--- config.mk ---
export PLATFORM = sky130hd
export DESIGN_NAME = cbor_head_decoder_unit_flat
export DESIGN_NICKNAME = d
export VERILOG_FILES = /design/src/cbor_hd_pkg.sv /design/src/cbor_hd_ifs.sv /design/src/cbor_hd_front.sv /design/src/cbor_hd_queue.sv /design/src/cbor_hd_back.sv /design/src/cbor_head_decoder_unit.sv /design/src/flat_wrapper.sv
export SDC_FILE = /design/constraint.sdc
export NUM_CORES = 1
export LEC_CHECK = 0
export BUFFER_PORTS_ARGS = -buffer_cell sky130_fd_sc_hd__buf_2
export CAP_MARGIN = 20
export CORE_ASPECT_RATIO = 1.75
export CORE_UTILIZATION = 31
export DETAILED_ROUTE_END_ITERATION = 10
export PLACE_DENSITY = 0.43
export SLEW_MARGIN = 15
export SYNTH_ARGS = -nofsm -noshare
export SYNTH_HDL_FRONTEND = slang
export SYNTH_SLANG_ARGS = --single-unit
export TNS_END_PERCENT = 20
--- constraint.sdc ---
create_clock -name clk -period 8.6 [get_ports clk]
set_input_delay 1.72 -clock clk [delete_from_list [all_inputs] [get_ports clk]]
set_output_delay 1.72 -clock clk [all_outputs]
set_load 0.02 [all_outputs]
--- src/cbor_hd_pkg.sv ---
// shared types and constants of the cbor head decoder
package cbor_hd_pkg;

	typedef enum logic [2:0] {
		MT_UINT   = 3'd0,
		MT_NINT   = 3'd1,
		MT_BSTR   = 3'd2,
		MT_TSTR   = 3'd3,
		MT_ARRAY  = 3'd4,
		MT_MAP    = 3'd5,
		MT_TAG    = 3'd6,
		MT_SIMPLE = 3'd7
	} major_t;

	localparam logic [4:0]  INFO_ONE_BYTE    = 5'd24;
	localparam logic [4:0]  INFO_EIGHT_BYTES = 5'd27;
	localparam logic [63:0] ALL_ONES         = 64'hFFFF_FFFF_FFFF_FFFF;
	localparam int          QUEUE_DEPTH      = 2;

	typedef struct packed {
		major_t      major_type;
		logic [63:0] argument;
		logic        argument_valid;
		logic [3:0]  head_length;
	} head_t;

	typedef struct packed {
		logic  valid;
		head_t head;
	} head_push_t;

endpackage

--- src/cbor_hd_ifs.sv ---
// byte stream and decoded head channel interfaces
interface cbor_hd_byte_if;
	logic       valid;
	logic       ready;
	logic [7:0] data_byte;

	modport source (output valid, output data_byte, input ready);
	modport sink (input valid, input data_byte, output ready);
endinterface

interface cbor_hd_head_if;
	logic        valid;
	logic        ready;
	logic [2:0]  major_type;
	logic [63:0] argument;
	logic        argument_valid;
	logic [3:0]  head_length;
	logic [63:0] total_length;
	logic        total_known;
	logic        supported;

	modport source (output valid, output major_type, output argument, output argument_valid,
		output head_length, output total_length, output total_known, output supported,
		input ready);
	modport sink (input valid, input major_type, input argument, input argument_valid,
		input head_length, input total_length, input total_known, input supported,
		output ready);
endinterface

--- src/cbor_hd_front.sv ---
// front end: takes bytes, classifies initial bytes and collects argument bytes
module cbor_hd_front (
	input  logic                    clk,
	input  logic                    arst_n,
	cbor_hd_byte_if.sink            data,
	input  logic                    push_ready,
	output cbor_hd_pkg::head_push_t push
);

	logic                collecting_q, collecting_d;
	logic [3:0]          left_q, left_d;
	logic [63:0]         accum_q, accum_d;
	cbor_hd_pkg::major_t type_q, type_d;
	logic [3:0]          hlen_q, hlen_d;

	logic                accept;
	cbor_hd_pkg::major_t mt;
	logic [4:0]          info;
	logic                multi;
	logic [63:0]         accum_next;
	logic [3:0]          left_dec;
	logic [3:0]          n_bytes;

	assign data.ready = push_ready;
	assign accept     = data.valid && data.ready;
	assign mt         = cbor_hd_pkg::major_t'(data.data_byte[7:5]);
	assign info       = data.data_byte[4:0];
	assign accum_next = {accum_q[55:0], data.data_byte};
	assign left_dec   = (left_q != 4'd0) ? left_q - 4'd1 : 4'd0;
	assign n_bytes    = 4'd1 << info[1:0];

	always_comb begin
		multi = 1'b0;
		case (mt)
			cbor_hd_pkg::MT_UINT, cbor_hd_pkg::MT_BSTR,
			cbor_hd_pkg::MT_TSTR, cbor_hd_pkg::MT_ARRAY: multi = 1'b1;
			default: multi = 1'b0;
		endcase
	end

	always_comb begin
		collecting_d = collecting_q;
		left_d       = left_q;
		accum_d      = accum_q;
		type_d       = type_q;
		hlen_d       = hlen_q;
		push.valid               = 1'b0;
		push.head.major_type     = mt;
		push.head.argument       = cbor_hd_pkg::ALL_ONES;
		push.head.argument_valid = 1'b0;
		push.head.head_length    = 4'd1;
		if (accept) begin
			if (collecting_q) begin
				accum_d = accum_next;
				left_d  = left_dec;
				if (left_dec == 4'd0) begin
					collecting_d             = 1'b0;
					push.valid               = 1'b1;
					push.head.major_type     = type_q;
					push.head.argument       = accum_next;
					push.head.argument_valid = 1'b1;
					push.head.head_length    = hlen_q;
				end
			end else if ((multi || mt == cbor_hd_pkg::MT_TAG)
					&& info < cbor_hd_pkg::INFO_ONE_BYTE) begin
				push.valid               = 1'b1;
				push.head.argument       = {59'd0, info};
				push.head.argument_valid = 1'b1;
			end else if (multi && info <= cbor_hd_pkg::INFO_EIGHT_BYTES) begin
				collecting_d = 1'b1;
				left_d       = n_bytes;
				accum_d      = 64'd0;
				type_d       = mt;
				hlen_d       = n_bytes + 4'd1;
			end else begin
				push.valid = 1'b1;
			end
		end
	end

	always_ff @(posedge clk or negedge arst_n) begin
		if (!arst_n) begin
			collecting_q <= 1'b0;
			left_q       <= 4'd0;
		end else begin
			collecting_q <= collecting_d;
			left_q       <= left_d;
		end
	end

	always_ff @(posedge clk) begin
		accum_q <= accum_d;
		type_q  <= type_d;
		hlen_q  <= hlen_d;
	end

`ifndef ASSERT_OFF
	a_collect_left: assert property (@(posedge clk) disable iff (!arst_n)
		collecting_q |-> left_q != 4'd0)
		else $error("collecting with no bytes left");

	a_push_on_accept: assert property (@(posedge clk) disable iff (!arst_n)
		push.valid |-> accept)
		else $error("head pushed without an accepted beat");

	a_last_byte_ends: assert property (@(posedge clk) disable iff (!arst_n)
		(accept && collecting_q && left_q == 4'd1) |-> push.valid ##1 !collecting_q)
		else $error("last argument byte did not close the head");
`endif

endmodule

--- src/cbor_hd_queue.sv ---
// small head queue between front and back end
module cbor_hd_queue #(
	parameter int Depth = cbor_hd_pkg::QUEUE_DEPTH
) (
	input  logic               clk,
	input  logic               arst_n,
	input  logic               push_valid,
	input  cbor_hd_pkg::head_t push_data,
	output logic               push_ready,
	output logic               pop_valid,
	output cbor_hd_pkg::head_t pop_data,
	input  logic               pop_ready
);

	localparam int PtrW = (Depth > 1) ? $clog2(Depth) : 1;
	localparam int CntW = $clog2(Depth + 1);

	cbor_hd_pkg::head_t mem_q [Depth];
	logic [PtrW-1:0]    wr_q, rd_q;
	logic [CntW-1:0]    count_q;
	logic               do_push, do_pop;

	assign push_ready = count_q != CntW'(Depth);
	assign pop_valid  = count_q != '0;
	assign pop_data   = mem_q[rd_q];
	assign do_push    = push_valid && push_ready;
	assign do_pop     = pop_valid && pop_ready;

	always_ff @(posedge clk) begin
		if (do_push) begin
			mem_q[wr_q] <= push_data;
		end
	end

	always_ff @(posedge clk or negedge arst_n) begin
		if (!arst_n) begin
			wr_q    <= '0;
			rd_q    <= '0;
			count_q <= '0;
		end else begin
			if (do_push) begin
				wr_q <= (wr_q == PtrW'(Depth - 1)) ? '0 : wr_q + 1'b1;
			end
			if (do_pop) begin
				rd_q <= (rd_q == PtrW'(Depth - 1)) ? '0 : rd_q + 1'b1;
			end
			if (do_push && !do_pop) begin
				count_q <= count_q + 1'b1;
			end else if (do_pop && !do_push) begin
				count_q <= count_q - 1'b1;
			end
		end
	end

`ifndef ASSERT_OFF
	a_count_bound: assert property (@(posedge clk) disable iff (!arst_n)
		count_q <= CntW'(Depth))
		else $error("queue count past depth");

	a_count_up: assert property (@(posedge clk) disable iff (!arst_n)
		(do_push && !do_pop) |=> count_q == $past(count_q) + 1'b1)
		else $error("queue count missed a push");
`endif

endmodule

--- src/cbor_hd_back.sv ---
// back end: totals per major type and the output register
module cbor_hd_back (
	input  logic               clk,
	input  logic               arst_n,
	input  logic               pop_valid,
	input  cbor_hd_pkg::head_t pop_data,
	output logic               pop_ready,
	cbor_hd_head_if.source     result
);

	logic        valid_q;
	logic [2:0]  type_q;
	logic [63:0] arg_q, total_q;
	logic        arg_valid_q, known_q, sup_q;
	logic [3:0]  hlen_q;

	logic [63:0] arg_d, total_d;
	logic        arg_valid_d, known_d, sup_d;
	logic        load;

	assign pop_ready = !valid_q || result.ready;
	assign load      = pop_valid && pop_ready;

	always_comb begin
		arg_d       = pop_data.argument;
		arg_valid_d = pop_data.argument_valid;
		known_d     = 1'b1;
		sup_d       = 1'b1;
		total_d     = 64'd0;
		case (pop_data.major_type)
			cbor_hd_pkg::MT_UINT: total_d = {60'd0, pop_data.head_length};
			cbor_hd_pkg::MT_BSTR, cbor_hd_pkg::MT_TSTR:
				total_d = {60'd0, pop_data.head_length} + pop_data.argument;
			cbor_hd_pkg::MT_ARRAY: begin
				total_d = cbor_hd_pkg::ALL_ONES;
				known_d = 1'b0;
			end
			cbor_hd_pkg::MT_TAG: total_d = pop_data.argument;
			default: begin
				sup_d       = 1'b0;
				arg_d       = cbor_hd_pkg::ALL_ONES;
				arg_valid_d = 1'b0;
				total_d     = 64'd0;
			end
		endcase
	end

	always_ff @(posedge clk or negedge arst_n) begin
		if (!arst_n) begin
			valid_q <= 1'b0;
		end else if (pop_ready) begin
			valid_q <= pop_valid;
		end
	end

	always_ff @(posedge clk) begin
		if (load) begin
			type_q      <= pop_data.major_type;
			arg_q       <= arg_d;
			arg_valid_q <= arg_valid_d;
			hlen_q      <= pop_data.head_length;
			total_q     <= total_d;
			known_q     <= known_d;
			sup_q       <= sup_d;
		end
	end

	assign result.valid          = valid_q;
	assign result.major_type     = type_q;
	assign result.argument       = arg_q;
	assign result.argument_valid = arg_valid_q;
	assign result.head_length    = hlen_q;
	assign result.total_length   = total_q;
	assign result.total_known    = known_q;
	assign result.supported      = sup_q;

endmodule

--- src/cbor_head_decoder_unit.sv ---
// top level of the cbor head decoder
// usage:
//   data carries one byte of a cbor head stream per beat; result carries one
//   decoded head per beat: major type, argument, head length and total length.
//   initial bytes are classified and argument bytes shifted in by the front end,
//   finished heads go through a small queue to the back end, which forms the
//   total and holds it in the output register.
//   one byte is accepted every cycle while the queue has room; a head leaves
//   on result through the queue and then the output register, so a stream of
//   one-byte heads runs at one head per cycle while result takes every beat.
//   bytes that do not finish a head produce nothing on result.
//   when result stalls, the output register holds its beat and the queue
//   fills; once it is full, data.ready drops until result takes a beat.
//   reset clears the collection state, the queue and the output valid, so the
//   next byte is taken as an initial byte.
module cbor_head_decoder_unit #(
	parameter int QueueDepth = cbor_hd_pkg::QUEUE_DEPTH
) (
	input  logic           clk,
	input  logic           arst_n,
	cbor_hd_byte_if.sink   data,
	cbor_hd_head_if.source result
);

	cbor_hd_pkg::head_push_t push;
	logic                    push_ready;
	logic                    pop_valid;
	logic                    pop_ready;
	cbor_hd_pkg::head_t      pop_data;

	cbor_hd_front u_front (
		.clk        (clk),
		.arst_n     (arst_n),
		.data       (data),
		.push_ready (push_ready),
		.push       (push)
	);

	cbor_hd_queue #(
		.Depth (QueueDepth)
	) u_queue (
		.clk        (clk),
		.arst_n     (arst_n),
		.push_valid (push.valid),
		.push_data  (push.head),
		.push_ready (push_ready),
		.pop_valid  (pop_valid),
		.pop_data   (pop_data),
		.pop_ready  (pop_ready)
	);

	cbor_hd_back u_back (
		.clk       (clk),
		.arst_n    (arst_n),
		.pop_valid (pop_valid),
		.pop_data  (pop_data),
		.pop_ready (pop_ready),
		.result    (result)
	);

endmodule
--- src/flat_wrapper.sv ---
// flat-port wrapper written by rule: the top's interface ports become plain ports
module cbor_head_decoder_unit_flat 
#(
	parameter int QueueDepth = cbor_hd_pkg::QUEUE_DEPTH
)
  (clk, arst_n, data_valid, data_data_byte, data_ready, result_valid, result_major_type, result_argument, result_argument_valid, result_head_length, result_total_length, result_total_known, result_supported, result_ready);
  cbor_hd_byte_if data_i ();
  cbor_hd_head_if result_i ();
  input  logic clk;
  input  logic arst_n;
  input wire logic [$bits(data_i.valid)-1:0] data_valid;
  input wire logic [$bits(data_i.data_byte)-1:0] data_data_byte;
  output wire logic [$bits(data_i.ready)-1:0] data_ready;
  output wire logic [$bits(result_i.valid)-1:0] result_valid;
  output wire logic [$bits(result_i.major_type)-1:0] result_major_type;
  output wire logic [$bits(result_i.argument)-1:0] result_argument;
  output wire logic [$bits(result_i.argument_valid)-1:0] result_argument_valid;
  output wire logic [$bits(result_i.head_length)-1:0] result_head_length;
  output wire logic [$bits(result_i.total_length)-1:0] result_total_length;
  output wire logic [$bits(result_i.total_known)-1:0] result_total_known;
  output wire logic [$bits(result_i.supported)-1:0] result_supported;
  input wire logic [$bits(result_i.ready)-1:0] result_ready;
  assign data_i.valid = data_valid;
  assign data_i.data_byte = data_data_byte;
  assign data_ready = data_i.ready;
  assign result_valid = result_i.valid;
  assign result_major_type = result_i.major_type;
  assign result_argument = result_i.argument;
  assign result_argument_valid = result_i.argument_valid;
  assign result_head_length = result_i.head_length;
  assign result_total_length = result_i.total_length;
  assign result_total_known = result_i.total_known;
  assign result_supported = result_i.supported;
  assign result_i.ready = result_ready;
  cbor_head_decoder_unit #(.QueueDepth(QueueDepth)) u_core (.clk(clk), .arst_n(arst_n), .data(data_i), .result(result_i));
endmodule
==> summary.txt, run 1 <==
Power and ir drop
  – Power Total: roughly 7.5 mW
  – Sequential Power Share: between 30% and 40%
  – Sw power: around 2.8 mW
  – Clock group share of total power: between 20% and 30%
  – Switching part of the total power: between 30% and 40%
  – Maximum VDD drop: 0.161 mV
  – Comb pwr share: between 30% and 40%
  – Pwr/cell area: just under 400 mW/mm^2
  – P_leak: 6.42 nW
  – Int Pwr: around 4.6 mW

Clock tree
  – CTS tree: yes
  – CTS-repair resized insts: 0
  – Clock Path Buffers: 3
  – CTS buffer count: 36
  – Cts hold-fix bufs: 0
  – Sink Count: 355
  – CTS H-tree lvls: 2
  – # Post-CTS Setup Buffers: 0
  – Root buf cell: clkbuf_16
  – Clk_lat worst skew: 540 ps
  – Reg clk slew, reported paths: around 70 ps

Logic synthesis
  – Netlist cell types: 67
  – Main combinational cell family by area after synthesis: simple AND/OR/NAND/NOR gates
  – Xor/xnor share of the synthesized area: between 2 and 2.5%
  – Prevailing post-synth register cell: edfxtp_1
  – Syn Nets: roughly 1200
  – Post-synth ARST share: around 2.8%
  – Top cells by area, synth: edfxtp_1 (64%), mux2i_1 (3.4%), nand2_1 (3.2%)
  – Synth Area in Adders: less than 1%
  – FF+latch count, synth: between 300 and 400
  – Mux cell area share after synthesis: under 10%
  – Yosys top cell area share: between 60 and 70%
  – EDFF count, synth: roughly 350
  – Post-Syn Area per Cell: around 13 sq um
  – Register area share after synthesis: 66.0%
  – Complex-gate fraction of the synthesized area: 8.46%
  – Mapped Cells: ~1200
  – Simple-gate area share of the yosys netlist: ~15%
  – Cell type with the largest total area after synthesis: edfxtp_1
  – Warnings from Yosys: 0
  – Syn Std Cell Area: approximately 0.016 sq mm

STA
  – RSZ-0062 raised after global routing: false
  – Final hold vios: 0
  – Slew Viols, Final: 0
  – Slew headroom: 31.1%
  – Finish-stage setup viols: 0
  – Setup ws final: 3990 ps
  – WHS: approximately 530 ps
  – Fmax: between 200 and 250 MHz
  – Worst-Margin Slew: about 1000 ps
  – Setup Skew: around 26 ps
  – Tcrit/Tclk final: between 50 and 60%
  – Setup total negative slack: 0 ps
  – Final min period: between 4000 and 5000 ps

Die
  – Initial core utilization: 31.3%
  – Die width: about 170 microns
  – Die Ht: 303 microns
  – Top Ports: 152
  – Core area: 0.0513 sq mm
  – Die ar.: between 0.05 and 0.06 sq mm
  – Site Rows: 110

Setup path
  – CP Cell Sequence: mux2i_1, inv_1, ha_1, o21ai_0, o21bai_1, nand4_1, or4b_1, or3_1, a31o_1
  – CP max stage cell: or4b_1
  – Max stage delay on crit path: between 800 and 900 ps
  – Required @ worst endpoint: 8880 ps
  – Crit Path Class: reg -> reg
  – Arrival time worst endpoint: between 4000 and 5000 ps
  – Startpoint class of the critical path: flip-flop
  – Crit Path Max Fanout: 44
  – Crit. End Element: flip-flop

Place
  – Dpl ws: around 3800 ps
  – Detail Placement HPWL: just over 30 mm
  – PortBufs: roughly 150
  – RD Place Congestion: about 0.82

Route
  – Overall routed net length: about 42 mm
  – DRT iter0 DRCs: 763
  – Vias post-DR: between 10000 and 15000
  – Met2 routed WL: approximately 20 mm
  – Pre-antenna DRT Iters: 5
  – DR top layer: met4
  – M1 WL: between 15 and 20 mm
  – DR WL/cell: about 20 microns
  – Vias/cell: approximately 4.9
  – Wire length on met3: 1.41 mm
  – Detailed-route DRC error count: 0
  – Antenna viol nets, final: 0

Status
  – Status: complete, no violations

Global route
  – Number of global-route vias before repair: just under 10000
  – Initial antenna violation count: 0
  – First-pass GRT wire length: 62.9 mm
  – Largest net degree at the start of global routing: 74
  – Global route overflow: 0
  – GRT Overall Usage: roughly 16%

Finish
  – Antenna Cells: 0
  – Area grow syn2layout: 17.1%
  – Post-layout util: a little under two fifths
  – Layout cells sized above 1: about a fifth
  – # nets final: 1390

Job
  – Max-cap viol count: 0

Worst hold path
  – Hold WC Path Type: reg -> reg
==> sequential cells by signal, summed over array words and instances, names as in the netlist, 2 cells and up <==
| register | cells |
|---|---|
| u_core.u_front.hlen_q | 4 |
| u_core.u_back.result.argument | 64 |
| u_core.u_front.type_q | 3 |
| u_core.u_queue.count_q | 2 |
| u_core.u_queue.mem_q | 144 |
| u_core.u_back.result.total_length | 64 |
| u_core.u_front.left_q | 4 |
| u_core.u_back.result.major_type | 3 |
| u_core.u_front.accum_q | 56 |
| u_core.u_back.result.head_length | 4 |
==> cells in the mapped netlist (6+ instances only) <==
library cell	number
a21o_1	20
a21oi_1	53
a22oi_1	14
a31o_2	6
and2_1	63
buf_1	9
buf_2	11
buf_4	6
clkbuf_1	35
dfrtp_1	10
edfxtp_1	345
inv_1	14
mux2_2	23
mux2i_1	54
nand2_1	135
nand2b_1	74
nand3_1	45
nand3b_1	30
nand4_1	15
nor2_1	21
nor2b_1	6
nor3_1	17
nor4_1	15
o21a_1	9
o21ai_0	62
o31ai_1	6
or3_1	9
xnor2_1	35
xor2_1	9
==> path summary, 6_finish.rpt <==
path,from,end,slack [ps],depth (start not counted)
max reg2reg,u_core.u_queue.rd_q$_DFFE_PN0P_,u_core.u_back.result.total_length[61]$_DFFE_PP_,3990,9
min reg2reg,u_core.u_back.result.valid$_DFFE_PN0N_,u_core.u_back.result.valid$_DFFE_PN0N_,530,2
min in group asynchronous,arst_n,u_core.u_front.left_q[3]$_DFFE_PN0P_,1060,1
max in group asynchronous,arst_n,u_core.u_queue.rd_q$_DFFE_PN0P_,7290,1
min,u_core.u_back.result.valid$_DFFE_PN0N_,u_core.u_back.result.valid$_DFFE_PN0N_,530,2
max,u_core.u_queue.rd_q$_DFFE_PN0P_,u_core.u_back.result.total_length[61]$_DFFE_PP_,3990,9
==> placed cells by master, fill, tap and decap left out, types with 12 or more instances in the layout <==
cell       netlist  final
a21o_1          20     20
a21oi_1         53     52
a22oi_1         14     14
and2_1          63     63
buf_2           11    151
buf_4            6     18
clkbuf_16        0     38
edfxtp_1       345    345
inv_1           14     12
mux2_2          23     23
mux2i_1         54     53
nand2_1        135    134
nand2b_1        74     74
nand3_1         45     45
nand3b_1        30     30
nand4_1         15     15
nor2_1          21     19
nor3_1          17     17
nor4_1          15     15
o21ai_0         62     62
xnor2_1         35     35
==> layer usage <==
layer / track usage (%) / vias to the layer above
li1: - / 4881
met1: 21.1 / 4890
met2: 26.2 / 268
met3: 1.66 / 57
met4: 6.31 / 0
met5: 0 / -
==> per-stage QoR <==
step,cells,instance area (sq um)
6_report,2071,18800
5_1_grt,2071,18800
4_1_cts,2071,18800
3_5_place_dp,2006,17600
3_3_place_gp,2006,17600
2_1_floorplan,1229,16100
==> cell families after synthesis <==
kind of cell               after synthesis
and+or+nand+nor                        455
DFF                                    355
AOI/OAI and AO/OA                      214
buffers and inverters                   78
muxes                                   77
xor gates and xnor gates                44
adders and majority gates                6
==> final cells by class <==
type,instances,area (sq um)
sequential,355,10600
clock buffer,46,1010
fill,4909,32500
tap,672,841
clock inverter,19,253
inverter,14,57.6
timing repair buffer,169,891
multi-input combinational,796,5160
==> critical path, delay by kind of cell, from the launching register on <==
kind,cells,cell delay (ps)
AO/OA/AOI/OAI,3,950
AND/OR/NAND/NOR,3,1740
buffers and inverters,1,80
adder cells (fa/ha/maj),1,340
multiplexers,1,430
flip-flops,1,780
==> power groups by stage <==
stage                     clock network, mW  logic [mW]  registers (mW)
after floorplan                           0        1.58            3.34
after global placement                    0        2.83            3.02
after detailed placement                  0        2.85            3.01
after CTS                              1.73        2.86            2.98
after global routing                   1.77        3.07            3.03
final                                  1.68        2.81            2.97
No activity file was read; power rests on OpenSTA's default activity.
==> run 2, diff against run 1 <==
==> constraint.sdc (replaced) <==
create_clock -name clk -period 4.3 [get_ports clk]
set_input_delay 0.86 -clock clk [delete_from_list [all_inputs] [get_ports clk]]
set_output_delay 0.86 -clock clk [all_outputs]
set_load 0.02 [all_outputs]
==> run 2 against run 1 <==
Flip-flop and latch count is the same. Utilization up 0.24 points. Total power grew 100%. Sequential power rose by 97%. Setup slack worse by 3500 ps. Critical endpoint is now u_core.u_back.result.total_length[63]$_DFFE_PP_. Combinational power rose by 110%. Non-clock buffer count rose by 11.
==> summary.txt, run 2 (synthesis gave the netlist of run 1 again) <==
Setup path
  – Crit Path Class: reg -> reg
  – Crit Path Max Fanout: 116
  – Arrival time worst endpoint: approximately 4000 ps
  – Startpoint class of the critical path: flip-flop
  – Required @ worst endpoint: ~4600 ps
  – Crit. End Element: flip-flop

Global route
  – Number of global-route vias before repair: a little over 10000
  – Largest net degree at the start of global routing: approximately 120
  – First-pass GRT wire length: between 60 and 70 mm
  – Global route overflow: 0
  – GRT Overall Usage: 16.3%
  – Initial antenna violation count: 0

Die
  – Die ar.: between 0.05 and 0.06 sq mm
  – Core area: between 0.05 and 0.06 sq mm
  – Site Rows: 110
  – Initial core utilization: ~31%
  – Top Ports: ~150
  – Die Ht: roughly 300 microns
  – Die width: 174 microns

STA
  – Tcrit/Tclk final: 89.3%
  – Slew Viols, Final: 0
  – Worst-Margin Slew: roughly 1100 ps
  – Setup Skew: ~14 ps
  – Setup total negative slack: 0 ps
  – Finish-stage setup viols: 0
  – Setup ws final: around 460 ps
  – RSZ-0062 raised after global routing: false
  – WHS: between 200 and 250 ps
  – Slew headroom: 29.5%
  – Fmax: about 260 MHz
  – Final hold vios: 0
  – Final min period: 3840 ps

Clock tree
  – CTS buffer count: 35
  – CTS H-tree lvls: 2
  – # Post-CTS Setup Buffers: 0
  – Reg clk slew, reported paths: 70 ps
  – Root buf cell: clkbuf_16
  – CTS tree: yes
  – Clk_lat worst skew: approximately 530 ps
  – Sink Count: 355
  – Clock Path Buffers: 3
  – Cts hold-fix bufs: 0
  – CTS-repair resized insts: 0

Route
  – Detailed-route DRC error count: 0
  – Overall routed net length: 43.4 mm
  – Pre-antenna DRT Iters: 5
  – DRT iter0 DRCs: slightly above 800
  – Antenna viol nets, final: 0
  – DR WL/cell: ~21 microns
  – Vias post-DR: ~10000
  – Vias/cell: 4.89

Status
  – Status: complete, no violations

Worst hold path
  – Hold WC Path Type: in -> async

Finish
  – Final cell count without fillers: just over 2000
  – Post-layout util: 36.9%
  – Final instance area: around 0.019 sq mm
  – # nets final: between 1000 and 1500
  – Antenna Cells: 0
  – Area grow syn2layout: 17.9%
  – Biggest register: u_core.u_queue.mem_q
  – Max reg flops: between 100 and 150
  – Most frequent cells in the layout: edfxtp_1 (345), buf_2 (151), nand2_1 (134)
  – FILL cells: approximately 5000
  – Layout cells sized above 1: 20.0%
  – Most common cell after layout, fill and taps aside: edfxtp_1

Place
  – Inst Count DP: ~2000
  – Dpl ws: 489 ps
  – Cell Area, Placed: between 0.015 and 0.02 sq mm
  – RD Place Congestion: 0.820
  – Detail Placement HPWL: around 31 mm
  – PortBufs: 151

Power and ir drop
  – Power Total: roughly 15 mW
  – P_leak: roughly 6.5 nW
  – Maximum VDD drop: 0.374 mV
  – Pwr/cell area: ~800 mW/mm^2

Job
  – Max-cap viol count: 0
run 2: cell types whose count changed in the layout (fill, tap and decap cells not counted), sizes merged:
cell / change
clkinvlp: +4
clkbuf: -3
clkinv: -5
bufinv: +2
buf: +11
inv: -1
run 2: cell type report:
cell class	count	area (sq um)	area share, %
Clock buffer	43	948	5.00
Clock inverter	19	307	1.62
Inverter	14	57.6	0.304
Multi-Input combinational cell	796	5160	27.2
Sequential cell	355	10600	56.0
Tap cell	672	841	4.44
Timing Repair Buffer	180	1020	5.40
run 2: worst max-delay path, cell delays in order (launching register included):
cell	delay, ps
dfrtp_4	570
buf_12	420
nand3_1	260
a222oi_1	980
nand3_1	240
nor4_1	670
mux2i_1	260
nand2_1	70
run 2: power by group:
group / internal, mW / leakage (nW) / total, mW / switching [mW]
clock network: 2.06 / 0.600 / 3.38 / 1.32
registers: 5.44 / 3.17 / 5.85 / 0.410
logic: 1.87 / 2.70 / 5.87 / 3.99
run 2: worst paths after layout:
kind / start / endpoint / slack (ps) / cells after the start
min in group clk: u_core.u_back.result.valid$_DFFE_PN0N_ / u_core.u_back.result.valid$_DFFE_PN0N_ / 520 / 2
hold reg to reg: u_core.u_back.result.valid$_DFFE_PN0N_ / u_core.u_back.result.valid$_DFFE_PN0N_ / 520 / 2
hold / removal: arst_n / u_core.u_front.left_q[1]$_DFFE_PN0P_ / 210 / 1
max in group asynchronous: arst_n / u_core.u_queue.rd_q$_DFFE_PN0P_ / 3830 / 1
setup / recovery: u_core.u_queue.rd_q$_DFFE_PN0P_ / u_core.u_back.result.total_length[63]$_DFFE_PP_ / 460 / 7
setup reg to reg: u_core.u_queue.rd_q$_DFFE_PN0P_ / u_core.u_back.result.total_length[63]$_DFFE_PP_ / 460 / 7
run 2: layer usage:
layer,global-route usage (%),routed length [microns],vias up
li1,-,-,4895
met1,21.2,19300,4946
met2,28.5,21600,260
met3,1.72,1430,55
met4,4.97,1010,0
met5,0,0,-
==> run 3, diff against run 2 <==
--- a/config.mk
+++ b/config.mk
@@ -8,9 +8,9 @@
 export BUFFER_PORTS_ARGS = -buffer_cell sky130_fd_sc_hd__buf_2
 export CAP_MARGIN = 20
 export CORE_ASPECT_RATIO = 1.75
-export CORE_UTILIZATION = 31
+export CORE_UTILIZATION = 50
 export DETAILED_ROUTE_END_ITERATION = 10
-export PLACE_DENSITY = 0.43
+export PLACE_DENSITY = 0.65
 export SLEW_MARGIN = 15
 export SYNTH_ARGS = -nofsm -noshare
 export SYNTH_HDL_FRONTEND = slang
==> run 3 against run 2 <==
Clock skew rose by 7.6 ps. Flip-flop and latch count unchanged. First-iteration DRC count increased by 3.7%. Critical path type unchanged. Largest power group is now sequential cells. Highest routed layer unchanged.
==> summary.txt, run 3 (synthesis gave the netlist of run 1 again) <==
Route
  – DRT iter0 DRCs: 862
  – Antenna viol nets, final: 0
  – Pre-antenna DRT Iters: 5
  – Vias post-DR: 10390
  – Detailed-route DRC error count: 0
  – Overall routed net length: 36.9 mm
  – DR WL/cell: roughly 21 microns
  – Vias/cell: 5.79

Setup path
  – Max stage delay on crit path: about 780 ps
  – Delay-heaviest family, CP: simple AND/OR/NAND/NOR gates
  – Arrival time worst endpoint: 4120 ps
  – CP Cell Sequence: buf_4, nand3_1, a22oi_1, nand4_1, or4b_1, or3_1, a31o_1
  – Worst reg2reg path depth: 7
  – Crit Path Class: reg -> reg
  – Reg-to-reg slack, setup: roughly 500 ps
  – Crit. End Element: flip-flop
  – Critical R2R Capture: u_core.u_back.result.total_length[53]$_DFFE_PP_
  – Critical path depth: 7
  – CP max stage cell: or4b_1
  – Critical Path Source: u_core.u_queue.rd_q$_DFFE_PN0P_
  – RR Startpoint: u_core.u_queue.rd_q$_DFFE_PN0P_
  – Required @ worst endpoint: between 4000 and 5000 ps
  – Crit path buf inv count: 1
  – Crit Path Max Fanout: 74
  – Startpoint class of the critical path: flip-flop

Clock tree
  – Root buf cell: clkbuf_16
  – Cts hold-fix bufs: 0
  – Sink Count: between 300 and 400
  – # Post-CTS Setup Buffers: 0
  – Clk_lat worst skew: a little under 600 ps
  – CTS tree: yes
  – Reg clk slew, reported paths: approximately 70 ps
  – CTS buffer count: 31
  – CTS H-tree lvls: 1
  – Clock Path Buffers: 3
  – CTS-repair resized insts: 0

STA
  – Fmax: roughly 260 MHz
  – Setup Skew: around 21 ps
  – Finish-stage setup viols: 0
  – Slew headroom: about two fifths
  – RSZ-0062 raised after global routing: false
  – Setup total negative slack: 0 ps
  – Final hold vios: 0
  – Tcrit/Tclk final: around nine tenths
  – Final min period: ~3800 ps
  – Worst-Margin Slew: around 890 ps
  – Slew Viols, Final: 0

Die
  – Die width: roughly 140 microns
  – Die ar.: approximately 0.033 sq mm
  – Initial core utilization: between 50% and 60%
  – Core area: 0.0315 sq mm
  – Die Ht: roughly 240 microns
  – Site Rows: 86
  – Top Ports: roughly 150

Place
  – RD Place Congestion: about 0.84
  – PortBufs: between 150 and 200
  – Inst Count DP: 1736
  – Cell Area, Placed: 0.0173 sq mm
  – Detail Placement HPWL: 26.2 mm

Global route
  – First-pass GRT wire length: roughly 57 mm
  – Largest net degree at the start of global routing: 88
  – GRT Overall Usage: a little under a quarter
  – Number of global-route vias before repair: around 10000
  – Global route overflow: 0
  – Initial antenna violation count: 0

Status
  – Status: complete, no violations

Finish
  – Layout cells sized above 1: about 20%
  – Area grow syn2layout: 14.6%
  – Most common cell after layout, fill and taps aside: edfxtp_1
  – # nets final: 1391
  – Final instance area: 0.0184 sq mm
  – Most frequent cells in the layout: edfxtp_1 (345), buf_2 (151), nand2_1 (134)
  – Max reg flops: approximately 140
  – Final cell count without fillers: 1794
  – Antenna Cells: 0
  – Biggest register: u_core.u_queue.mem_q

Power and ir drop
  – P_leak: ~6.4 nW
  – Pwr/cell area: roughly 800 mW/mm^2
  – Power Total: 14.6 mW
  – Maximum VDD drop: a little under 0.5 mV

Job
  – Max-cap viol count: 0

Worst hold path
  – Hold WC Path Type: in -> async
-- run 3: how the worst max path moves through the flow --
stage | slack, ps | to
finish | 500 | u_core.u_back.result.total_length[53]$_DFFE_PP_
global route | 220 | u_core.u_back.result.total_length[51]$_DFFE_PP_
CTS | 520 | u_core.u_back.result.total_length[53]$_DFFE_PP_
detailed placement | 570 | u_core.u_back.result.total_length[53]$_DFFE_PP_
global placement | 640 | u_core.u_back.result.total_length[51]$_DFFE_PP_
floorplan | -1170 | u_core.u_queue.mem_q[0][0]$_DFFE_PP_
-- run 3: per-stage QoR --
stage / utilization, % / hold WS, ps / worst slack, ps
final: 58.4 / 142 / 500
after CTS: 58.4 / 130 / 524
after global routing: 58.4 / 147 / 223
after detailed placement: 54.8 / 504 / 568
after global placement: 54.8 / 504 / 635
after floorplan: - / 460 / -1170
-- run 3: layout make-up --
class | count | area (sq um)
flip-flops and latches | 355 | 10600
clock buffers | 35 | 791
well taps | 396 | 495
fillers | 2535 | 13100
repair buffers | 175 | 973
inverters | 14 | 55.1
clock inverters | 23 | 338
multi-input cells | 796 | 5150
-- run 3: where the power goes --
part / switching [mW] / leakage [nW] / total [mW] / internal, mW
Clock: 1.25 / 0.552 / 3.07 / 1.81
Combinational: 3.84 / 2.67 / 5.67 / 1.83
Sequential: 0.385 / 3.17 / 5.82 / 5.44
Total: 5.48 / 6.39 / 14.6 / 9.08
-- run 3: layer usage --
metal  GRT usage, %  vias to the layer above  wire, microns
met1           30.8                     5009          15500
met5              0                        -              0
met2           36.9                      408          17700
met4           10.1                        0           1550
li1               -                     4885              -
met3           2.20                       88           2160
